`src/hdl/tked_pkg.sv`:
```
package tked_pkg;

   localparam logic [7:0] ESC_BYTE     = 8'h1B;
   localparam logic [7:0] CHAR_LBRACK  = 8'h5B;  // '['
   localparam logic [7:0] CHAR_O       = 8'h4F;  // 'O'
   localparam logic [7:0] CHAR_TILDE   = 8'h7E;  // '~'
   localparam logic [7:0] CHAR_A       = 8'h41;
   localparam logic [7:0] CHAR_B       = 8'h42;
   localparam logic [7:0] CHAR_C       = 8'h43;
   localparam logic [7:0] CHAR_D       = 8'h44;
   localparam logic [7:0] CHAR_H       = 8'h48;
   localparam logic [7:0] CHAR_F       = 8'h46;
   localparam logic [7:0] CHAR_0       = 8'h30;
   localparam logic [7:0] CHAR_9       = 8'h39;
   localparam logic [7:0] CHAR_3       = 8'h33;
   localparam logic [7:0] CHAR_5       = 8'h35;
   localparam logic [7:0] CHAR_6       = 8'h36;

   typedef enum logic [1:0] {
      PH_IDLE  = 2'd0,
      PH_ESC   = 2'd1,
      PH_FIRST = 2'd2,
      PH_DIGIT = 2'd3
   } phase_type;

   typedef enum logic [3:0] {
      K_PLAIN = 4'd0,
      K_ESC   = 4'd1,
      K_UP    = 4'd2,
      K_DOWN  = 4'd3,
      K_RIGHT = 4'd4,
      K_LEFT  = 4'd5,
      K_HOME  = 4'd6,
      K_END   = 4'd7,
      K_DEL   = 4'd8,
      K_PGUP  = 4'd9,
      K_PGDN  = 4'd10
   } key_kind_type;

   typedef struct packed {
      logic         emit;
      key_kind_type kind;
      logic [7:0]   plain_char;
   } dec_out_type;

endpackage

```
`src/hdl/tked_decode.sv`:
```
module tked_decode (
   input  logic                 clock,
   input  logic                 reset,
   input  logic                 advance,
   input  logic [7:0]           rx_byte,
   input  logic                 is_timeout,
   output tked_pkg::dec_out_type dec
);

   tked_pkg::phase_type phase_ff, phase_in;
   logic [7:0] first_seq_byte_ff, first_seq_byte_in;
   logic [7:0] digit_byte_ff, digit_byte_in;

   always_ff @(posedge clock) begin
      if (reset) begin
         phase_ff          <= tked_pkg::PH_IDLE;
         first_seq_byte_ff <= '0;
         digit_byte_ff     <= '0;
      end else if (advance) begin
         phase_ff          <= phase_in;
         first_seq_byte_ff <= first_seq_byte_in;
         digit_byte_ff     <= digit_byte_in;
      end
   end

   always_comb begin
      phase_in          = phase_ff;
      first_seq_byte_in = first_seq_byte_ff;
      digit_byte_in     = digit_byte_ff;
      dec.emit          = 1'b0;
      dec.kind          = tked_pkg::K_PLAIN;
      dec.plain_char    = '0;
      case (phase_ff)
         tked_pkg::PH_IDLE: begin
            if (!is_timeout) begin
               if (rx_byte == tked_pkg::ESC_BYTE) begin
                  phase_in = tked_pkg::PH_ESC;
               end else begin
                  dec.emit       = 1'b1;
                  dec.plain_char = rx_byte;
               end
            end
         end
         tked_pkg::PH_ESC: begin
            if (is_timeout) begin
               dec.emit = 1'b1;
               dec.kind = tked_pkg::K_ESC;
               phase_in = tked_pkg::PH_IDLE;
            end else begin
               first_seq_byte_in = rx_byte;
               phase_in          = tked_pkg::PH_FIRST;
            end
         end
         tked_pkg::PH_FIRST: begin
            // unrecognized pair falls back to after-esc
            phase_in = tked_pkg::PH_ESC;
            if (is_timeout) begin
               dec.emit = 1'b1;
               dec.kind = tked_pkg::K_ESC;
            end else if (first_seq_byte_ff == tked_pkg::CHAR_LBRACK) begin
               if (rx_byte >= tked_pkg::CHAR_0 && rx_byte <= tked_pkg::CHAR_9) begin
                  digit_byte_in = rx_byte;
                  phase_in      = tked_pkg::PH_DIGIT;
               end else begin
                  case (rx_byte)
                     tked_pkg::CHAR_A: begin dec.emit = 1'b1; dec.kind = tked_pkg::K_UP; end
                     tked_pkg::CHAR_B: begin dec.emit = 1'b1; dec.kind = tked_pkg::K_DOWN; end
                     tked_pkg::CHAR_C: begin dec.emit = 1'b1; dec.kind = tked_pkg::K_RIGHT; end
                     tked_pkg::CHAR_D: begin dec.emit = 1'b1; dec.kind = tked_pkg::K_LEFT; end
                     tked_pkg::CHAR_H: begin dec.emit = 1'b1; dec.kind = tked_pkg::K_HOME; end
                     tked_pkg::CHAR_F: begin dec.emit = 1'b1; dec.kind = tked_pkg::K_END; end
                     default: ;
                  endcase
               end
            end else if (first_seq_byte_ff == tked_pkg::CHAR_O) begin
               if (rx_byte == tked_pkg::CHAR_H) begin
                  dec.emit = 1'b1;
                  dec.kind = tked_pkg::K_HOME;
               end else if (rx_byte == tked_pkg::CHAR_F) begin
                  dec.emit = 1'b1;
                  dec.kind = tked_pkg::K_END;
               end
            end
            if (dec.emit) begin
               phase_in = tked_pkg::PH_IDLE;
            end
         end
         tked_pkg::PH_DIGIT: begin
            phase_in = tked_pkg::PH_ESC;
            if (is_timeout) begin
               dec.emit = 1'b1;
               dec.kind = tked_pkg::K_ESC;
            end else if (rx_byte == tked_pkg::CHAR_TILDE) begin
               if (digit_byte_ff == tked_pkg::CHAR_3) begin
                  dec.emit = 1'b1;
                  dec.kind = tked_pkg::K_DEL;
               end else if (digit_byte_ff == tked_pkg::CHAR_5) begin
                  dec.emit = 1'b1;
                  dec.kind = tked_pkg::K_PGUP;
               end else if (digit_byte_ff == tked_pkg::CHAR_6) begin
                  dec.emit = 1'b1;
                  dec.kind = tked_pkg::K_PGDN;
               end
            end
            if (dec.emit) begin
               phase_in = tked_pkg::PH_IDLE;
            end
         end
         default: begin
            phase_in = tked_pkg::PH_IDLE;
         end
      endcase
   end

`ifndef SYNTHESIS
   // a timeout while idle never produces a key
   a_idle_timeout_silent: assert property (@(posedge clock) disable iff (reset)
      (phase_ff == tked_pkg::PH_IDLE && is_timeout) |-> !dec.emit)
      else $error("timeout while idle produced a key");

   // every emitted key returns the parser to idle
   a_emit_to_idle: assert property (@(posedge clock) disable iff (reset)
      (advance && dec.emit) |=> phase_ff == tked_pkg::PH_IDLE)
      else $error("parser not idle after a key");

   // only an idle plain key carries a character
   a_char_only_plain: assert property (@(posedge clock) disable iff (reset)
      (dec.emit && dec.kind != tked_pkg::K_PLAIN) |-> dec.plain_char == 8'd0)
      else $error("non-plain key with character");
`endif

endmodule

```
`src/hdl/terminal_key_escape_decoder.sv`:
```
// terminal key escape decoder
//
// req channel: one word per byte from the terminal (req_rx_byte), or a read
// timeout tick (req_is_timeout high, byte ignored). a word is taken at a
// rising edge with req_valid high and req_stall low.
// rsp channel: zero or one key per request word, rsp_key_kind plus
// rsp_plain_char (the byte for plain keys, zero otherwise). a key leaves at
// an edge with rsp_valid high and rsp_stall low.
// path: a taken word waits in the input register, is decoded from there, and
// its key, if any, is loaded into the result register as the word moves on;
// the key leaves from the result register.
// throughput: one word per cycle while req_stall is low; the parser state is a
// handful of flops updated as the word leaves the input register.
// stall: while a key waits in the result register the next word is still
// decoded if it produces no key; a word that produces a key waits in the
// input register, and req_stall is raised only when that register is full
// and cannot move on.
// reset: synchronous, active high; both registers empty, parser idle.
module terminal_key_escape_decoder (
   input  logic       clock,
   input  logic       reset,
   input  logic       req_valid,
   output logic       req_stall,
   input  logic [7:0] req_rx_byte,
   input  logic       req_is_timeout,
   output logic       rsp_valid,
   input  logic       rsp_stall,
   output logic [3:0] rsp_key_kind,
   output logic [7:0] rsp_plain_char
);

   // input register
   logic       in_valid_ff;
   logic [7:0] in_byte_ff;
   logic       in_tmo_ff;

   // result register
   logic       out_valid_ff, out_valid_in;
   logic [3:0] out_kind_ff;
   logic [7:0] out_char_ff;

   tked_pkg::dec_out_type dec;
   logic out_free;
   logic advance;
   logic req_take;

   // result register can take a key this cycle
   assign out_free  = !out_valid_ff || !rsp_stall;
   // input word moves on if it needs no slot or one is free
   assign advance   = in_valid_ff && (out_free || !dec.emit);
   assign req_stall = in_valid_ff && !advance;
   assign req_take  = req_valid && !req_stall;

   tked_decode u_decode (
      .clock      (clock),
      .reset      (reset),
      .advance    (advance),
      .rx_byte    (in_byte_ff),
      .is_timeout (in_tmo_ff),
      .dec        (dec)
   );

   always_ff @(posedge clock) begin
      if (reset) begin
         in_valid_ff <= 1'b0;
      end else if (req_take) begin
         in_valid_ff <= 1'b1;
      end else if (advance) begin
         in_valid_ff <= 1'b0;
      end
   end

   always_ff @(posedge clock) begin
      if (req_take) begin
         in_byte_ff <= req_rx_byte;
         in_tmo_ff  <= req_is_timeout;
      end
   end

   always_comb begin
      out_valid_in = out_valid_ff && rsp_stall;
      if (advance && dec.emit) begin
         out_valid_in = 1'b1;
      end
   end

   always_ff @(posedge clock) begin
      if (reset) begin
         out_valid_ff <= 1'b0;
      end else begin
         out_valid_ff <= out_valid_in;
      end
   end

   always_ff @(posedge clock) begin
      if (advance && dec.emit) begin
         out_kind_ff <= dec.kind;
         out_char_ff <= dec.plain_char;
      end
   end

   assign rsp_valid      = out_valid_ff;
   assign rsp_key_kind   = out_kind_ff;
   assign rsp_plain_char = out_char_ff;

`ifndef SYNTHESIS
   // a key is never loaded over one that is still held
   a_no_overwrite: assert property (@(posedge clock) disable iff (reset)
      (advance && dec.emit) |-> out_free)
      else $error("result register overwritten");

   // a word is only taken when the input register drains or is empty
   a_in_slot: assert property (@(posedge clock) disable iff (reset)
      req_take |-> (!in_valid_ff || advance))
      else $error("input register overrun");

   // key codes stay within the defined set
   a_kind_range: assert property (@(posedge clock) disable iff (reset)
      out_valid_ff |-> out_kind_ff <= tked_pkg::K_PGDN)
      else $error("undefined key code");
`endif

endmodule
```
`config.mk`:
```
export PLATFORM = sky130hd
export DESIGN_NAME = terminal_key_escape_decoder
export DESIGN_NICKNAME = d
export VERILOG_FILES = /design/src/hdl/tked_pkg.sv /design/src/hdl/tked_decode.sv /design/src/hdl/terminal_key_escape_decoder.sv
export SDC_FILE = /design/constraint.sdc
export NUM_CORES = 1
export LEC_CHECK = 0
export ABC_CLOCK_PERIOD_IN_PS = 4960
export BUFFER_PORTS_ARGS = -buffer_cell sky130_fd_sc_hd__buf_2
export CORE_MARGIN = 3
export CORE_UTILIZATION = 45
export DETAILED_ROUTE_END_ITERATION = 10
export HOLD_SLACK_MARGIN = 0.12
export SYNTH_ARGS = -nofsm -noshare
export SYNTH_HDL_FRONTEND = slang
export SYNTH_SLANG_ARGS = --single-unit
```
`constraint.sdc`:
```
create_clock -name clock -period 4.96 [get_ports clock]
set_input_delay 0.496 -clock clock [delete_from_list [all_inputs] [get_ports clock]]
set_output_delay 0.496 -clock clock [all_outputs]
set_load 0.005 [all_outputs]
```
=== Yosys cells after proc, flatten, opt, wreduce, memory -nomap -nowiden ===
Index checks and enable logic that the tools add are counted.

* Logic and storage cells: 81
* Input bits: 13
* Register bits: 41
* Output and inout bits: 14

* Reductions and logical operators: 19
* Eq/ne operators: 18
* Magnitude comparators: 2
* Muxes and demuxes: 31
* Bitwise operators: 2

{| class="wikitable"
|+ Operator list
! cell !! count
|-
| $eq 8x7->1 const B || 9
|-
| $mux 5 || 14
|-
| $pmux 5 s6 || 1
|-
| $eq 8x6->1 const B || 3
|-
| $mux 2 || 7
|-
| $pmux 4 s3 || 1
|-
| $eq 8x5->1 const B || 1
|-
| $ge 8x6->1 const B || 1
|-
| $le 8x6->1 const B || 1
|-
| $pmux 2 s4 || 1
|-
| $logic_and 1x1->1 || 6
|-
| $mux 1 || 6
|-
| $reduce_and 3->1 || 2
|-
| $logic_not 1->1 || 5
|-
| $reduce_and 5->1 || 1
|-
| $eq 2x2->1 const B || 2
|-
| $pmux 1 s4 || 1
|-
| $reduce_or 3->1 || 1
|-
| $eq 2x1->1 const B || 1
|-
| $logic_not 2->1 || 1
|-
| $logic_or 1x1->1 || 2
|-
| $ne 2x1->1 const B || 1
|-
| $ne 2x2->1 const B || 1
|-
| $not 1->1 || 2
|-
| $reduce_bool 2->1 || 1
|}

=== Longest topological paths before layout ===
* Depth in word-level cells: 16
* Gate-level depth with buffers: 7
* Gate-level depth less buffers: 6

=== Cells and area by module ===
A second synthesis with hierarchy kept.

* Cells, all modules: 183
* Area, all modules: 1915.6 sq um

{| class="wikitable"
|+ Modules (own cells, without submodules)
! module !! area each (sq um) !! sequential area each (sq um) !! cells each !! instances
|-
| tked_decode || 1192.4 || 360.3 || 149 || 1
|-
| terminal_key_escape_decoder || 723.2 || 670.6 || 34 || 1
|}

=== Worst setup path before layout ===
OpenSTA, ideal clock, no wires.

* Path kind: register -> register
* From: register in_byte_ff[4]
* To: register out_kind_ff[0], in the netlist rsp_key_kind[0], enable pin
* Cell stages (with the launch flop): 7
* Clock period less this slack: 2.708 ns
* Path buffers: 0
* Path slack: 2.252 ns
* Arrival time: 2.323 ns
* Data required time: 4.575 ns
* Setup time: 0.385 ns
* Cells stage by stage: edfxtp_1 > or3_2 > a211o_1 > o2bb2a_4 > o221ai_4 > nand2_1 > a21oi_1

* Word-level cells in the longest chain between the ends: 12
* Elaborated cells on any way between the ends: 29
* Classes of those cells: 2 x order compare; 8 x eq/ne; 14 x mux; 5 x reduce/logical

{| class="wikitable"
|+ Ends and longest elaborated chain
! item !! RTL line !! RTL
|-
| start, declared || terminal_key_escape_decoder.sv:34 || <nowiki>logic [7:0] in_byte_ff;</nowiki>
|-
| start signal, assigned || terminal_key_escape_decoder.sv:75 || <nowiki>in_byte_ff <= req_rx_byte;</nowiki>
|-
| branches (longest 7 deep; another with $ge 8x6->1) || n/a ||
|-
| $pmux 1 s4 (*) || tked_decode.sv:33 || <nowiki>case (phase_ff)</nowiki>
|-
| $logic_not 1->1 || terminal_key_escape_decoder.sv:50 || <nowiki>assign advance = in_valid_ff && (out_free || !dec.emit);</nowiki>
|-
| $logic_or 1x1->1 || terminal_key_escape_decoder.sv:50 ||
|-
| $logic_and 1x1->1 || terminal_key_escape_decoder.sv:50 ||
|-
| $logic_and 1x1->1 (*) || terminal_key_escape_decoder.sv:96 || <nowiki>if (advance && dec.emit) begin</nowiki>
|-
| end signal, assigned || terminal_key_escape_decoder.sv:97 || <nowiki>out_kind_ff <= dec.kind;</nowiki>
|-
| end, declared || terminal_key_escape_decoder.sv:39 || <nowiki>logic [3:0] out_kind_ff;</nowiki>
|}

Every way passes the cells marked *. The select of a mux whose other input is x is not followed.
A chain may end at the register's enable or synchronous reset.

=== Worst setup path in the final report ===
* From: register in_byte_ff[2]
* To: register out_char_ff[6], in the netlist rsp_plain_char[6], enable pin

* Word-level cells in the longest chain between the ends: 12
* Elaborated cells on any way between the ends: 29
* Classes of those cells: 2 x order compare; 8 x eq/ne; 14 x mux; 5 x reduce/logical

{| class="wikitable"
|+ Ends and longest elaborated chain
! item !! RTL line !! RTL
|-
| branches (longest 7 deep; another with $ge 8x6->1) || n/a ||
|-
| $pmux 1 s4 (*) || tked_decode.sv:33 ||
|-
| $logic_not 1->1 || terminal_key_escape_decoder.sv:50 ||
|-
| $logic_or 1x1->1 || terminal_key_escape_decoder.sv:50 ||
|-
| $logic_and 1x1->1 || terminal_key_escape_decoder.sv:50 ||
|-
| $logic_and 1x1->1 (*) || terminal_key_escape_decoder.sv:96 ||
|-
| end signal, assigned || terminal_key_escape_decoder.sv:98 || <nowiki>out_char_ff <= dec.plain_char;</nowiki>
|-
| end, declared || terminal_key_escape_decoder.sv:40 || <nowiki>logic [7:0] out_char_ff;</nowiki>
|}

Marked as above.

==> run_results.csv <==
group,metric,value,unit
placed_design,hpwlAfterDp,3.01,mm
hold_path,min_path_cells,1,
floorplanning,coreArea,4120,um2
status,status,"finished clean",
routing,wl_met3,193,um
critical_path,cp_max_fo,15,
yosys,netlist-cell-type-count,56,
critical_path,critPathTopFamily,"compound AO/OA/AOI/OAI gates",
hold_path,whs_endpoint,"in_byte_ff[5]",
sta,report.final.slew_viol_count,0,
routing,drc,0,
global_route,antenna_found_initial,0,
routing,via_per_inst,5.51,
global_route,grt_max_degree,21,
global_route,grt_overflow_total,0,
yosys,synth-edff-count,21,
finish,multi_input_area,845,um2
clocking,hold_buffers,0,
power_and_ir_drop,power.leakage,0.000785,uW
floorplanning,die_area,5190,um2
placed_design,dp.cells,250,
yosys,synthTopCellsByArea,"edfxtp_1, dfxtp_1, nand2_1, a21oi_1, nor2_1",
sta,period_share,65.2,%
clocking,cts.path.max_buffers,2,
sta,skew,0.00629,ns
global_route,first_global_vias,1413,
power_and_ir_drop,irDropWorstVdd,0.000198,V
power_and_ir_drop,report.power.total,622,uW
yosys,syn-cell-area,1960,um2
yosys,yosysTopAreaCell,"edfxtp_1",
yosys,synthArstFlopShare,0,%
routing,drt_iter0_markers,142,
finish,antenna_cells,0,
critical_path,cp_cell_sequence,"and4bb_2, a311oi_1, a21oi_2, o221ai_4, nand2_1, a21oi_1",
sta,rsz0062_at_grt,"no",
clocking,clkLatencyLatePin,0.29,ns
yosys,synth_commonest_cells,"nand2_1, edfxtp_1, dfxtp_1",
finish,nNetsFinal,220,
routing,vias,1421,
sta,period_needed,3.23,ns
finish,final-seq-area,1030,um2
sta,fin_tns_setup,0,ns
sta,finalSetupViolCount,0,
global_route,grt_pass1_wl,6.87,mm
clocking,clkTransAtPathRegs,0.07,ns
routing,routed_wl,4.01,mm
floorplanning,num_rows,23,
sta,hold_viol_final,0,
hold_path,hold_start,"req_rx_byte[5]",
placed_design,place_congestion,0.843,
clocking,cts-buffers-inserted,5,
sta,slew_headroom,28.1,%
sta,worst_slew_pin_slew,1.08,ns
clocking,htree_levels,2,
hold_path,min_path_type,"primary input to flop",
finish,drive_above_1_share,24.5,%
floorplanning,pin_count,27,
critical_path,arrival,3.14,ns
yosys,synth_warnings,0,
routing,drtAntennaViolNets,0,
yosys,seq_area_frac_synth,52.5,%
critical_path,crit_slowest_cell,"a21oi_1",
finish,synthToLayoutAreaGrowth,10.5,%
clocking,numClockSinks,41,
floorplanning,die_y,72.1,um
power_and_ir_drop,pwr_density_cell,287,nW/um2
critical_path,end_kind,"flop",
flow_run,maxCapViolCount,0,
critical_path,critical_path_class,"flop to flop",
clocking,root_buffer,"clkbuf_8",
floorplanning,fp.dieW,72.1,um
critical_path,critPathLaunch,"in_byte_ff[2]",
sta,fmax,309,MHz
yosys,syn-instance-count,182,
clocking,post_cts_buffers,0,
sta,setup_slack,1.73,ns
yosys,synth-main-ff-cell,"edfxtp_1",
routing,wl_met1,1.87,mm
sta,hold_ws,0.379,ns
finish,instances_no_fill,258,
clocking,cts_tree,"built",
placed_design,dpl_worst_slack,1.75,ns
floorplanning,initial_core_util,47.7,%
finish,fillerInstances,398,
global_route,grt.total_usage,17.0,%
placed_design,port_buffers,26,
routing,route.met2.wl,1.91,mm
critical_path,r2r-start,"in_byte_ff[2]",
routing,post_drt_wl_per_cell,15.6,um
critical_path,r2r_cells,6,
yosys,avgSynthCellArea,10.8,um2
critical_path,max_stage_delay,0.85,ns
critical_path,path_buf_inv,0,
critical_path,required,4.87,ns
critical_path,r2r-end,"rsp_plain_char[6]",
yosys,synth_top_area_share,32.1,%
yosys,synth_most_common_cell,"nand2_1",
critical_path,rrSetupSlack,1.73,ns
routing,first_pass_iters,4,
routing,top_layer_used,"met4",
critical_path,cp-start-kind,"flop",
yosys,syn_nets,195,
clocking,cts_resized,0,
yosys,synth-seq-cells,41,
[how the worst max path moves through the flow]
stage | to | slack, ns | depth (start not counted)
after floorplan | rsp_key_kind[0] | 2.25 | 6
after global routing | rsp_plain_char[6] | 1.34 | 6
final | rsp_plain_char[6] | 1.73 | 6
after detailed placement | rsp_plain_char[6] | 1.75 | 6
after global placement | rsp_plain_char[4] | 1.95 | 6
after CTS | rsp_plain_char[6] | 1.70 | 6
[stage by stage]
| stage | area (um2) | utilization [%] |
|---|---|---|
| after CTS | 2170 | 52.8 |
| after floorplan | 1960 | - |
| after global routing | 2170 | 52.8 |
| final | 2170 | 52.8 |
| after detailed placement | 2080 | 50.5 |
| after global placement | 2080 | 50.5 |
[placed cells by master (no fill, tap or decap), types with 3 or more instances in the layout]
cell | Yosys | layout
clkbuf_8 | 2 | 6
mux2i_1 | 4 | 4
nand2_1 | 27 | 27
and3b_1 | 3 | 3
nor4_1 | 3 | 3
a21oi_1 | 15 | 15
buf_2 | 0 | 26
nand3b_1 | 3 | 3
inv_1 | 3 | 3
nand2b_1 | 3 | 3
and2_1 | 7 | 7
o21ai_0 | 5 | 5
nor3_1 | 3 | 3
edfxtp_1 | 21 | 21
dfxtp_1 | 20 | 20
nor2_1 | 13 | 13
[kinds of logic (layout without fill, tap and decap cells)]
kind of cell,after synthesis,after routing,synth area share [%]
AO/OA/AOI/OAI,38,38,14.6
XOR/XNOR,3,3,1.34
buffers and inverters,11,37,4.52
flip-flops,41,41,52.5
multiplexers,4,4,2.04
AND/OR/NAND/NOR,85,85,25.0
[final cells by class]
type                            count  area share, %
Clock inverter                      2          0.403
Timing Repair Buffer               26           5.99
Tap cell                           50           2.88
Sequential cell                    41           47.5
Multi-Input combinational cell    130           38.9
Inverter                            3          0.519
Clock buffer                        6           3.80
[routing by layer]
layer	vias up	global-route usage, %
met2	43	27.6
li1	711	-
met3	6	3.74
met5	-	0
met4	0	5.64
met1	661	22.4
[where the power goes]
part	leakage [uW]	switching [uW]	total [uW]	internal (uW)
Sequential	0.000363	11.7	377	365
Combinational	0.000373	15.7	29.3	13.6
Clock	0.0000486	106	216	110
[state kept, by name, summed over array words and instances, names as in the netlist]
register,count
in_byte_ff,8
rsp_key_kind,4
rsp_plain_char,8
rsp_valid,1
u_decode.first_seq_byte_ff,8
u_decode.digit_byte_ff,8
u_decode.phase_ff,2
in_tmo_ff,1
in_valid_ff,1
(Power assumes the default switching activity.)
